<file path="src/rtl/ioubt_pkg.sv">
package ioubt_pkg;

	// Default coordinate width: Q11.4 signed edges, unsigned sizes one bit narrower.
	localparam int unsigned COORD_WIDTH_DEF = 16;

	// Operand half width of the shared multiplier at the default coordinate width.
	localparam int unsigned MUL_W_DEF = 16;

	// Threshold register: unsigned Q0.16 fraction, reset value is 0.3.
	localparam int unsigned THR_W     = 16;
	localparam logic [THR_W-1:0] THR_RESET = 16'd19661;
	// One in Q0.16, the scale that multiplies the best intersection.
	localparam int unsigned THR_ONE   = 65536;

	// Configuration port.
	localparam int unsigned PADDR_W = 3;
	localparam int unsigned PDATA_W = 32;
	// Word index of the threshold register (byte address divided by four).
	localparam logic [PADDR_W-3:0] REG_KEEP_THR = '0;

	typedef enum logic [3:0] {
		ST_IDLE,
		ST_TAREA,
		ST_AREA,
		ST_INTER,
		ST_UNION,
		ST_CMP,
		ST_DRAIN,
		ST_PICK,
		ST_FIN
	} state_t;

	// Position of a partial product within the full product.
	typedef enum logic [1:0] {
		SH_NONE,
		SH_HALF,
		SH_FULL
	} shift_t;

	// Command to the shared multiply-accumulate unit.
	typedef struct packed {
		logic   issue;
		logic   clr;
		logic   neg;
		shift_t shift;
	} mac_op_t;

endpackage

</file>
<file path="src/rtl/ioubt_if.sv">
interface ioubt_det_if #(
	parameter int unsigned COORD_WIDTH = ioubt_pkg::COORD_WIDTH_DEF
);
	logic                          valid;
	logic                          ready;
	logic signed [COORD_WIDTH-1:0] det_x;
	logic signed [COORD_WIDTH-1:0] det_y;
	logic        [COORD_WIDTH-2:0] det_w;
	logic        [COORD_WIDTH-2:0] det_h;
	logic                          last_in_frame;

	modport source (
		output valid, det_x, det_y, det_w, det_h, last_in_frame,
		input  ready
	);
	modport sink (
		input  valid, det_x, det_y, det_w, det_h, last_in_frame,
		output ready
	);
endinterface

interface ioubt_trk_if #(
	parameter int unsigned COORD_WIDTH = ioubt_pkg::COORD_WIDTH_DEF
);
	logic                          valid;
	logic                          ready;
	logic signed [COORD_WIDTH-1:0] track_x;
	logic signed [COORD_WIDTH-1:0] track_y;
	logic        [COORD_WIDTH-2:0] track_w;
	logic        [COORD_WIDTH-2:0] track_h;
	logic                          track_valid;
	logic                          box_changed;

	modport source (
		output valid, track_x, track_y, track_w, track_h, track_valid, box_changed,
		input  ready
	);
	modport sink (
		input  valid, track_x, track_y, track_w, track_h, track_valid, box_changed,
		output ready
	);
endinterface

</file>
<file path="src/rtl/ioubt_mac.sv">
module ioubt_mac #(
	parameter int unsigned MUL_W = ioubt_pkg::MUL_W_DEF
) (
	input  logic                      clk,
	input  logic                      arst_n,
	input  ioubt_pkg::mac_op_t        op,
	input  logic [MUL_W-1:0]          a,
	input  logic [MUL_W-1:0]          b,
	output logic [2*MUL_W-1:0]        prod,
	output logic signed [4*MUL_W:0]   acc
);
	import ioubt_pkg::*;

	localparam int unsigned PROD_W = 2 * MUL_W;
	localparam int unsigned ACC_W  = 4 * MUL_W + 1;

	logic [PROD_W-1:0]       prod_s1;
	mac_op_t                 op_s1;
	logic [ACC_W-1:0]        term;
	logic signed [ACC_W-1:0] sterm;
	logic signed [ACC_W-1:0] acc_q;

	// The product is registered before it is placed and accumulated.
	always_ff @(posedge clk) begin
		prod_s1 <= a * b;
	end

	always_ff @(posedge clk or negedge arst_n) begin
		if (!arst_n) begin
			op_s1 <= '0;
		end else begin
			op_s1 <= op;
		end
	end

	always_comb begin
		case (op_s1.shift)
			SH_NONE: term = ACC_W'(prod_s1);
			SH_HALF: term = ACC_W'(prod_s1) << MUL_W;
			SH_FULL: term = ACC_W'(prod_s1) << PROD_W;
			default: term = '0;
		endcase
		sterm = op_s1.neg ? -$signed(term) : $signed(term);
	end

	always_ff @(posedge clk or negedge arst_n) begin
		if (!arst_n) begin
			acc_q <= '0;
		end else if (op_s1.issue) begin
			acc_q <= op_s1.clr ? sterm : acc_q + sterm;
		end
	end

	assign prod = prod_s1;
	assign acc  = acc_q;

endmodule

</file>
<file path="src/rtl/iou_box_tracker.sv">
// Greedy single-box tracker. Detections of one frame arrive one word each on det, the word
// with last_in_frame set closing the frame; after that word one result word appears on trk
// with the track as it stands after the frame. With an empty track the first detection of
// largest area is adopted; otherwise the detection of best IoU against the track is chosen
// and kept only if its IoU reaches the keep threshold (APB register at byte address 0,
// unsigned Q0.16, reset 0.3), else the track is cleared to zero. All comparisons are exact
// cross products on a single shared multiply-accumulate unit, so a detection is taken
// only once the block is through with the previous one, and a closing detection also
// waits for the previous result word to be taken. An item may be accepted while a
// result word still waits on trk.
module iou_box_tracker #(
	parameter int unsigned COORD_WIDTH = ioubt_pkg::COORD_WIDTH_DEF
) (
	input  logic                            clk,
	input  logic                            arst_n,
	input  logic                            psel,
	input  logic                            penable,
	input  logic                            pwrite,
	input  logic [ioubt_pkg::PADDR_W-1:0]   paddr,
	input  logic [ioubt_pkg::PDATA_W-1:0]   pwdata,
	output logic [ioubt_pkg::PDATA_W-1:0]   prdata,
	output logic                            pready,
	ioubt_det_if.sink                       det,
	ioubt_trk_if.source                     trk
);
	import ioubt_pkg::*;

	localparam int unsigned CW      = COORD_WIDTH;
	localparam int unsigned SW      = COORD_WIDTH - 1;
	// Half width of the multiplier: holds a size plus one bit, and the threshold.
	localparam int unsigned MUL_W   = (SW + 1 > THR_W) ? SW + 1 : THR_W;
	localparam int unsigned OPW     = 2 * MUL_W;
	localparam int unsigned PROD_W  = 2 * MUL_W;
	localparam int unsigned ACC_W   = 4 * MUL_W + 1;
	localparam int unsigned INTER_W = 2 * SW;
	localparam int unsigned UNI_W   = 2 * SW + 1;
	localparam logic [2:0]  K_LAST  = '1;

	// Overlap of two intervals along one axis; never longer than the shorter one.
	function automatic logic [SW-1:0] overlap(
		input logic signed [CW-1:0] a0,
		input logic        [SW-1:0] alen,
		input logic signed [CW-1:0] b0,
		input logic        [SW-1:0] blen
	);
		logic signed [CW+1:0] a0x;
		logic signed [CW+1:0] b0x;
		logic signed [CW+1:0] a1;
		logic signed [CW+1:0] b1;
		logic signed [CW+1:0] lo;
		logic signed [CW+1:0] hi;
		logic signed [CW+1:0] diff;
		a0x  = (CW+2)'(a0);
		b0x  = (CW+2)'(b0);
		a1   = a0x + (CW+2)'($signed({1'b0, alen}));
		b1   = b0x + (CW+2)'($signed({1'b0, blen}));
		lo   = (a0x > b0x) ? a0x : b0x;
		hi   = (a1 < b1) ? a1 : b1;
		diff = hi - lo;
		return (hi > lo) ? diff[SW-1:0] : '0;
	endfunction

	state_t state_q, state_d;

	// Sequencer registers.
	logic [2:0]  k_q;
	logic        final_q;
	logic        last_q;
	logic        first_q;

	// Current detection.
	logic signed [CW-1:0] dx_q, dy_q;
	logic        [SW-1:0] dw_q, dh_q;

	// Track and best candidate of the frame.
	logic signed [CW-1:0] tx_q, ty_q, bx_q, by_q;
	logic        [SW-1:0] tw_q, th_q, bw_q, bh_q;
	logic [INTER_W-1:0]   best_inter_q;
	logic [UNI_W-1:0]     best_union_q;
	logic [THR_W-1:0]     thr_q;

	// Scratch of one detection.
	logic [SW-1:0]        ovx_q, ovy_q;
	logic [INTER_W-1:0]   tarea_q, area_q;
	logic [INTER_W-1:0]   cand_inter_q;
	logic [UNI_W-1:0]     cand_union_q;

	// Result word.
	logic                 out_valid_q;
	logic                 changed_q;

	// Shared unit.
	mac_op_t              mac_op;
	logic [MUL_W-1:0]     mac_a, mac_b;
	logic [PROD_W-1:0]    prod;
	logic signed [ACC_W-1:0] acc;

	logic                 adopt;
	logic                 acc_gt;
	logic                 out_load;
	logic                 cfg_wr;
	logic [OPW-1:0]       op_p, op_q, op_r, op_s, op_first, op_second;
	logic signed [CW-1:0] nx, ny;
	logic        [SW-1:0] nw, nh;

	ioubt_mac #(
		.MUL_W (MUL_W)
	) u_mac (
		.clk    (clk),
		.arst_n (arst_n),
		.op     (mac_op),
		.a      (mac_a),
		.b      (mac_b),
		.prod   (prod),
		.acc    (acc)
	);

	// The track is fixed within a frame, so the branch is known from its size alone.
	assign adopt  = (tw_q == '0) || (th_q == '0);
	// Positive difference of the two cross products.
	assign acc_gt = !acc[ACC_W-1] && (acc != '0);

	// Configuration port.
	assign pready = 1'b1;
	assign cfg_wr = psel && penable && pwrite && (paddr[PADDR_W-1:2] == REG_KEEP_THR);
	assign prdata = (paddr[PADDR_W-1:2] == REG_KEEP_THR) ? PDATA_W'(thr_q) : '0;

	always_ff @(posedge clk or negedge arst_n) begin
		if (!arst_n) begin
			thr_q <= THR_RESET;
		end else if (cfg_wr) begin
			thr_q <= pwdata[THR_W-1:0];
		end
	end

	// Operands of the cross comparison P*Q > R*S. Within a frame it compares the
	// candidate score with the best so far; at the close it compares the threshold
	// times the best union with the best intersection scaled by one in Q0.16.
	always_comb begin
		op_q = OPW'(best_union_q);
		op_r = OPW'(best_inter_q);
		if (final_q) begin
			op_p = OPW'(thr_q);
			op_s = OPW'(THR_ONE);
		end else begin
			op_p = OPW'(cand_inter_q);
			op_s = OPW'(cand_union_q);
		end
		op_first  = k_q[2] ? op_r : op_p;
		op_second = k_q[2] ? op_s : op_q;
	end

	// Next state.
	always_comb begin
		state_d = state_q;
		case (state_q)
			ST_IDLE:  if (det.valid) state_d = ST_TAREA;
			ST_TAREA: state_d = ST_AREA;
			ST_AREA:  state_d = ST_INTER;
			ST_INTER: state_d = ST_UNION;
			ST_UNION: state_d = ST_CMP;
			ST_CMP:   if (k_q == K_LAST) state_d = ST_DRAIN;
			ST_DRAIN: state_d = final_q ? ST_FIN : ST_PICK;
			ST_PICK: begin
				if (!last_q) begin
					state_d = ST_IDLE;
				end else if (adopt) begin
					state_d = ST_FIN;
				end else begin
					state_d = ST_CMP;
				end
			end
			ST_FIN:   if (out_load) state_d = ST_IDLE;
			default:  state_d = ST_IDLE;
		endcase
	end

	// Outputs of the sequencer.
	always_comb begin
		mac_op    = '0;
		mac_a     = '0;
		mac_b     = '0;
		det.ready = 1'b0;
		out_load  = 1'b0;
		case (state_q)
			ST_IDLE:  det.ready = 1'b1;
			ST_TAREA: begin
				mac_a = MUL_W'(tw_q);
				mac_b = MUL_W'(th_q);
			end
			ST_AREA: begin
				mac_a = MUL_W'(dw_q);
				mac_b = MUL_W'(dh_q);
			end
			ST_INTER: begin
				mac_a = MUL_W'(ovx_q);
				mac_b = MUL_W'(ovy_q);
			end
			ST_CMP: begin
				// Partial k: bit 2 picks the subtracted product, bits 1 and 0 the halves.
				mac_op.issue = 1'b1;
				mac_op.clr   = (k_q == '0);
				mac_op.neg   = k_q[2];
				mac_a = k_q[1] ? op_first[OPW-1:MUL_W]  : op_first[MUL_W-1:0];
				mac_b = k_q[0] ? op_second[OPW-1:MUL_W] : op_second[MUL_W-1:0];
				case (k_q[1:0])
					2'b00:   mac_op.shift = SH_NONE;
					2'b11:   mac_op.shift = SH_FULL;
					default: mac_op.shift = SH_HALF;
				endcase
			end
			ST_FIN:   out_load = !out_valid_q || trk.ready;
			default:  ;
		endcase
	end

	always_ff @(posedge clk or negedge arst_n) begin
		if (!arst_n) begin
			state_q <= ST_IDLE;
			k_q     <= '0;
			final_q <= 1'b0;
		end else begin
			state_q <= state_d;
			case (state_q)
				ST_UNION: begin
					k_q     <= '0;
					final_q <= 1'b0;
				end
				ST_CMP:   k_q <= k_q + 3'd1;
				ST_PICK: begin
					k_q     <= '0;
					final_q <= 1'b1;
				end
				default:  ;
			endcase
		end
	end

	// Detection and per-detection scratch; the sequencer knows when they are valid.
	always_ff @(posedge clk) begin
		if (state_q == ST_IDLE && det.valid) begin
			dx_q   <= det.det_x;
			dy_q   <= det.det_y;
			dw_q   <= det.det_w;
			dh_q   <= det.det_h;
			last_q <= det.last_in_frame;
		end
		if (state_q == ST_AREA) begin
			tarea_q <= prod[INTER_W-1:0];
			ovx_q   <= overlap(dx_q, dw_q, tx_q, tw_q);
			ovy_q   <= overlap(dy_q, dh_q, ty_q, th_q);
		end
		if (state_q == ST_INTER) begin
			area_q <= prod[INTER_W-1:0];
		end
		if (state_q == ST_UNION) begin
			// With an empty track the score is the area over a union of one.
			if (adopt) begin
				cand_inter_q <= area_q;
				cand_union_q <= UNI_W'(1);
			end else begin
				cand_inter_q <= prod[INTER_W-1:0];
				cand_union_q <= UNI_W'(area_q) + UNI_W'(tarea_q) - UNI_W'(prod[INTER_W-1:0]);
			end
		end
	end

	// Box that the closing detection leaves as the track: a best IoU below the
	// threshold clears the track in the tracking branch.
	always_comb begin
		if (!adopt && acc_gt) begin
			nx = '0;
			ny = '0;
			nw = '0;
			nh = '0;
		end else begin
			nx = bx_q;
			ny = by_q;
			nw = bw_q;
			nh = bh_q;
		end
	end

	always_ff @(posedge clk or negedge arst_n) begin
		if (!arst_n) begin
			tx_q         <= '0;
			ty_q         <= '0;
			tw_q         <= '0;
			th_q         <= '0;
			bx_q         <= '0;
			by_q         <= '0;
			bw_q         <= '0;
			bh_q         <= '0;
			best_inter_q <= '0;
			best_union_q <= UNI_W'(1);
			first_q      <= 1'b1;
			changed_q    <= 1'b0;
			out_valid_q  <= 1'b0;
		end else begin
			if (trk.ready && !out_load) begin
				out_valid_q <= 1'b0;
			end
			case (state_q)
				ST_UNION: begin
					// The first detection of a frame is the candidate to beat.
					if (first_q) begin
						bx_q         <= dx_q;
						by_q         <= dy_q;
						bw_q         <= dw_q;
						bh_q         <= dh_q;
						best_inter_q <= '0;
						best_union_q <= UNI_W'(1);
					end
				end
				ST_PICK: begin
					first_q <= 1'b0;
					// Strictly better only, so the earliest of equal scores stays.
					if (acc_gt) begin
						bx_q         <= dx_q;
						by_q         <= dy_q;
						bw_q         <= dw_q;
						bh_q         <= dh_q;
						best_inter_q <= cand_inter_q;
						best_union_q <= cand_union_q;
					end
				end
				ST_FIN: begin
					if (out_load) begin
						tx_q         <= nx;
						ty_q         <= ny;
						tw_q         <= nw;
						th_q         <= nh;
						changed_q    <= !adopt &&
						                (nx != tx_q || ny != ty_q || nw != tw_q || nh != th_q);
						best_inter_q <= '0;
						best_union_q <= UNI_W'(1);
						first_q      <= 1'b1;
						out_valid_q  <= 1'b1;
					end
				end
				default: ;
			endcase
		end
	end

	// The track registers double as the result word: they change only when a new
	// word is loaded, which waits until the previous one has been taken.
	assign trk.valid       = out_valid_q;
	assign trk.track_x     = tx_q;
	assign trk.track_y     = ty_q;
	assign trk.track_w     = tw_q;
	assign trk.track_h     = th_q;
	assign trk.track_valid = !adopt;
	assign trk.box_changed = changed_q;

endmodule

</file>
<file path="src/flat_wrapper.sv">
// flat-port wrapper written by rule: the top's interface ports become plain ports
module iou_box_tracker_flat import ioubt_pkg::*;
#(
	parameter int unsigned COORD_WIDTH = ioubt_pkg::COORD_WIDTH_DEF
)
  (clk, arst_n, psel, penable, pwrite, paddr, pwdata, prdata, pready, det_valid, det_det_x, det_det_y, det_det_w, det_det_h, det_last_in_frame, det_ready, trk_valid, trk_track_x, trk_track_y, trk_track_w, trk_track_h, trk_track_valid, trk_box_changed, trk_ready);
  ioubt_det_if #(.COORD_WIDTH(COORD_WIDTH)) det_i ();
  ioubt_trk_if #(.COORD_WIDTH(COORD_WIDTH)) trk_i ();
  input  logic clk;
  input  logic arst_n;
  input  logic psel;
  input  logic penable;
  input  logic pwrite;
  input  logic [ioubt_pkg::PADDR_W-1:0] paddr;
  input  logic [ioubt_pkg::PDATA_W-1:0] pwdata;
  output logic [ioubt_pkg::PDATA_W-1:0] prdata;
  output logic pready;
  input wire logic [$bits(det_i.valid)-1:0] det_valid;
  input wire logic [$bits(det_i.det_x)-1:0] det_det_x;
  input wire logic [$bits(det_i.det_y)-1:0] det_det_y;
  input wire logic [$bits(det_i.det_w)-1:0] det_det_w;
  input wire logic [$bits(det_i.det_h)-1:0] det_det_h;
  input wire logic [$bits(det_i.last_in_frame)-1:0] det_last_in_frame;
  output wire logic [$bits(det_i.ready)-1:0] det_ready;
  output wire logic [$bits(trk_i.valid)-1:0] trk_valid;
  output wire logic [$bits(trk_i.track_x)-1:0] trk_track_x;
  output wire logic [$bits(trk_i.track_y)-1:0] trk_track_y;
  output wire logic [$bits(trk_i.track_w)-1:0] trk_track_w;
  output wire logic [$bits(trk_i.track_h)-1:0] trk_track_h;
  output wire logic [$bits(trk_i.track_valid)-1:0] trk_track_valid;
  output wire logic [$bits(trk_i.box_changed)-1:0] trk_box_changed;
  input wire logic [$bits(trk_i.ready)-1:0] trk_ready;
  assign det_i.valid = det_valid;
  assign det_i.det_x = det_det_x;
  assign det_i.det_y = det_det_y;
  assign det_i.det_w = det_det_w;
  assign det_i.det_h = det_det_h;
  assign det_i.last_in_frame = det_last_in_frame;
  assign det_ready = det_i.ready;
  assign trk_valid = trk_i.valid;
  assign trk_track_x = trk_i.track_x;
  assign trk_track_y = trk_i.track_y;
  assign trk_track_w = trk_i.track_w;
  assign trk_track_h = trk_i.track_h;
  assign trk_track_valid = trk_i.track_valid;
  assign trk_box_changed = trk_i.box_changed;
  assign trk_i.ready = trk_ready;
  iou_box_tracker #(.COORD_WIDTH(COORD_WIDTH)) u_core (.clk(clk), .arst_n(arst_n), .psel(psel), .penable(penable), .pwrite(pwrite), .paddr(paddr), .pwdata(pwdata), .prdata(prdata), .pready(pready), .det(det_i), .trk(trk_i));
endmodule
</file>
<file path="config.mk">
export PLATFORM = sky130hd
export DESIGN_NAME = iou_box_tracker_flat
export DESIGN_NICKNAME = d
export VERILOG_FILES = /design/src/rtl/ioubt_pkg.sv /design/src/rtl/ioubt_if.sv /design/src/rtl/ioubt_mac.sv /design/src/rtl/iou_box_tracker.sv /design/src/flat_wrapper.sv
export SDC_FILE = /design/constraint.sdc
export NUM_CORES = 2
export LEC_CHECK = 0
export BUFFER_PORTS_ARGS = -buffer_cell sky130_fd_sc_hd__buf_2
export CELL_PAD_IN_SITES_DETAIL_PLACEMENT = 1
export CELL_PAD_IN_SITES_GLOBAL_PLACEMENT = 2
export CORE_ASPECT_RATIO = 1.2
export CORE_MARGIN = 4
export CORE_UTILIZATION = 40
export DETAILED_ROUTE_END_ITERATION = 7
export GPL_ROUTABILITY_DRIVEN = 0
export PLACE_DENSITY = 0.84
export SKIP_CTS_REPAIR_TIMING = 1
export SLEW_MARGIN = 20
export SYNTH_ARGS = -nofsm -noshare
export SYNTH_HDL_FRONTEND = slang
export SYNTH_SLANG_ARGS = --single-unit
</file>
<file path="constraint.sdc">
create_clock -name clk -period 10.6 [get_ports clk]
set_input_delay 0.53 -clock clk [delete_from_list [all_inputs] [get_ports clk]]
set_output_delay 0.53 -clock clk [all_outputs]
set_load 0.02 [all_outputs]
</file>
==> flow_summary.json <==
{
  "cpPeakStageDelay_ps": 870,
  "max_freq_mhz": 105,
  "clockBufferDepth": 3,
  "ant_nets": 0,
  "p_per_area_nw_per_um2": 359,
  "grt_max_degree": 102,
  "clk_latency_ps": 640,
  "cts_tree": "done",
  "syn_area_per_cell_sq_um": 9.03,
  "first_pass_iters": 5,
  "ys_types": 87,
  "final_common_cell": "nand2_1",
  "portBuffers": 168,
  "routed_wl_um": 160000,
  "final_cell_mix": "nand2_1 (540), inv_1 (500), nor2_1 (465)",
  "core_area_sq_um": 113000,
  "clkTransAtPathRegs_ps": 60,
  "root_buffer": "clkbuf_16",
  "initial_core_util": 0.403,
  "ys.flop_type": "dfrtp_1",
  "fillerInstances": 13100,
  "status": "complete, no violations",
  "worst_ep_arrival_time_ps": 10000,
  "period_needed_ps": 9490,
  "seq_area_sq_um": 14100,
  "antenna_found_initial": 0,
  "crit_type": "register to register",
  "dp_hpwl_um": 123000,
  "htreeDepth": 3,
  "wl_per_cell_um": 23.8,
  "yosys_warnings": 0,
  "maxSlewViolCount": 0,
  "timing.rr.start": "u_core.final_q$_DFFE_PN0N_",
  "pin_count": 204,
  "synth_edf_count": 214,
  "antennaDiodeCount": 0,
  "totalPowerFinal_mw": 18.1,
  "drc": 0,
  "finish.utilization": 0.446,
  "power.leakage_nw": 22.4,
  "cp-end-kind": "register",
  "crit_path_frequent_cell": "inv_1",
  "drtIter0Drc": 2191,
  "die-height_um": 378,
  "maxSlewHeadroom": 0.246,
  "worstPathRequired_ps": 11110,
  "vias_per_cell": 5.77,
  "min_from": "det_det_y[13]",
  "synth_seq_cells": 528,
  "worstSetupStartpoint": "u_core.final_q$_DFFE_PN0N_",
  "rsz0062_at_grt": "no",
  "skew_ps": 25.5,
  "multi_input_area_sq_um": 28700,
  "drive_above_1_share": 0.111,
  "syn2layout_area_growth_pct": 10.8,
  "dieArea_sq_um": 119000,
  "hold_viol": 0,
  "syn_inst": 5043,
  "path_max_fanout": 16,
  "grt_usage": 0.264,
  "cp_slowest_cell": "o32a_1",
  "grt_overflow": 0,
  "row_count": 135,
  "via_count": 38700,
  "final_nets": 5843,
  "synth_area_sq_um": 45500,
  "grt_pass1_wl_um": 244000,
  "max_slew.worst_pin.slew_ps": 1130,
  "finalSetupTns_ps": 0,
  "setup_viol": 0,
  "die_w_um": 316,
  "hp-class": "input pin to register",
  "grt_pass1_vias": 40900,
  "finalCritPeriodShare": 0.895,
  "startpoint_type": "register",
  "cts_made_buffers": 66,
  "max_cap_viol_count": 0,
  "synthArstFlopShare": 0.534,
  "peakVddDrop_uv": 233,
  "yosysSeqAreaShare": 0.311,
  "cts.sinks": 528
}
[through the flow]
step                      hold WS [ps]  setup slack, ps  instance area, sq um  instances
after floorplan                    234             2300                 45600       5058
after global placement             461             1220                 48200       6582
after detailed placement           470             1110                 48200       6582
after CTS                        -57.7             1070                 50400       6704
after global routing              40.3              638                 50400       6706
final                             67.4             1110                 50400       6706
[metal layers]
layer	vias up	part of all wire	routed length, um	global-route usage
met1	19500	0.40	63700	0.307
met2	889	0.50	79900	0.474
met3	374	0.037	5850	0.0275
met4	0	0.064	10200	0.149
met5	-	0	0	0
li1	17900	-	-	-
[critical path: cells and delay by family, from the launching register on]
family | cells | cell delay (ps)
AO/OA/AOI/OAI | 9 | 4000
AND/OR/NAND/NOR | 4 | 770
XOR/XNOR | 1 | 170
multiplexers | 1 | 180
buffers and inverters | 7 | 630
adder cells (fa/ha/maj) | 7 | 2780
flip-flops | 1 | 830
[synthesized netlist by cell type (all sizes together) (11+ instances only)]
cell    count  area, sq um
nand2     541         2030
inv       502         1880
nor2      473         1780
ha        362         4530
o21ai     280         1400
a21oi     275         1380
dfrtp     272         6810
fa        231         4620
edfxtp    214         6430
clkbuf    203          762
xnor2     167         1460
mux2      124         1400
mux2i     110         1100
a21o       89          668
xor2       85          744
nor3       79          395
a31oi      66          413
a22o       54          473
nand3      51          255
nand4      51          319
nor2b      49          307
a221oi     48          427
buf        46          254
o22ai      43          269
a22oi      40          300
nand2b     37          231
nor4       37          244
or3        37          236
o21a       34          255
o32ai      33          289
dfxtp      32          641
a211oi     30          225
o31ai      30          225
and2       29          181
and3       29          181
o21bai     29          218
nor4b      25          219
or2        22          138
o211ai     16          120
o41ai      11          104
[cell families after synthesis]
logic type,after synthesis,synth area share
other cells,2,0.000165
compound gates,1184,0.171
mux,234,0.0549
fa+ha+maj,593,0.201
buf+inv,753,0.0640
xor+xnor,252,0.0485
flops,528,0.311
simple gates,1497,0.150
[final cells by class]
class	instances	area share
sequential	528	0.280
timing repair buffer	269	0.0319
tap	1507	0.0374
clock buffer	92	0.0377
clock inverter	30	0.00714
inverter	503	0.0374
multi-input combinational	3777	0.568
[flip-flops by register name, summed over array words and instances, names as in the netlist, 16 cells and up]
name,count
u_core.u_mac.acc,65
u_core.u_mac.prod,32
u_core.best_union_q,31
u_core.cand_union_q,31
u_core.area_q,30
u_core.best_inter_q,30
u_core.cand_inter_q,30
u_core.tarea_q,30
u_core.bx_q,16
u_core.by_q,16
u_core.dx_q,16
u_core.dy_q,16
u_core.thr_q,16
u_core.trk.track_x,16
u_core.trk.track_y,16
[final timing paths]
kind	endpoint	slack, ps	depth (start not counted)
worst min register to register	u_core.best_inter_q[8]$_DFFE_PN0P_	480	2
worst max-delay path	u_core.u_mac.prod[31]$_DFF_P_	1110	29
max in group asynchronous	u_core.u_mac.op_s1[3]$_DFF_PN0_	8470	3
worst min-delay path	u_core.dy_q[13]$_DFFE_PP_	70	1
min in group asynchronous	u_core.bx_q[6]$_DFFE_PN0P_	470	2
worst max register to register	u_core.u_mac.prod[31]$_DFF_P_	1110	29
[power by group]
group / total [mW] / internal (mW) / switching, mW / leakage (nW)
combinational: 11.6 / 4.43 / 7.21 / 15.5
clock: 2.41 / 1.42 / 0.989 / 1.12
sequential: 4.08 / 3.16 / 0.916 / 5.83
total: 18.1 / 9.01 / 9.11 / 22.4
Power figures use the tool's default switching activity.
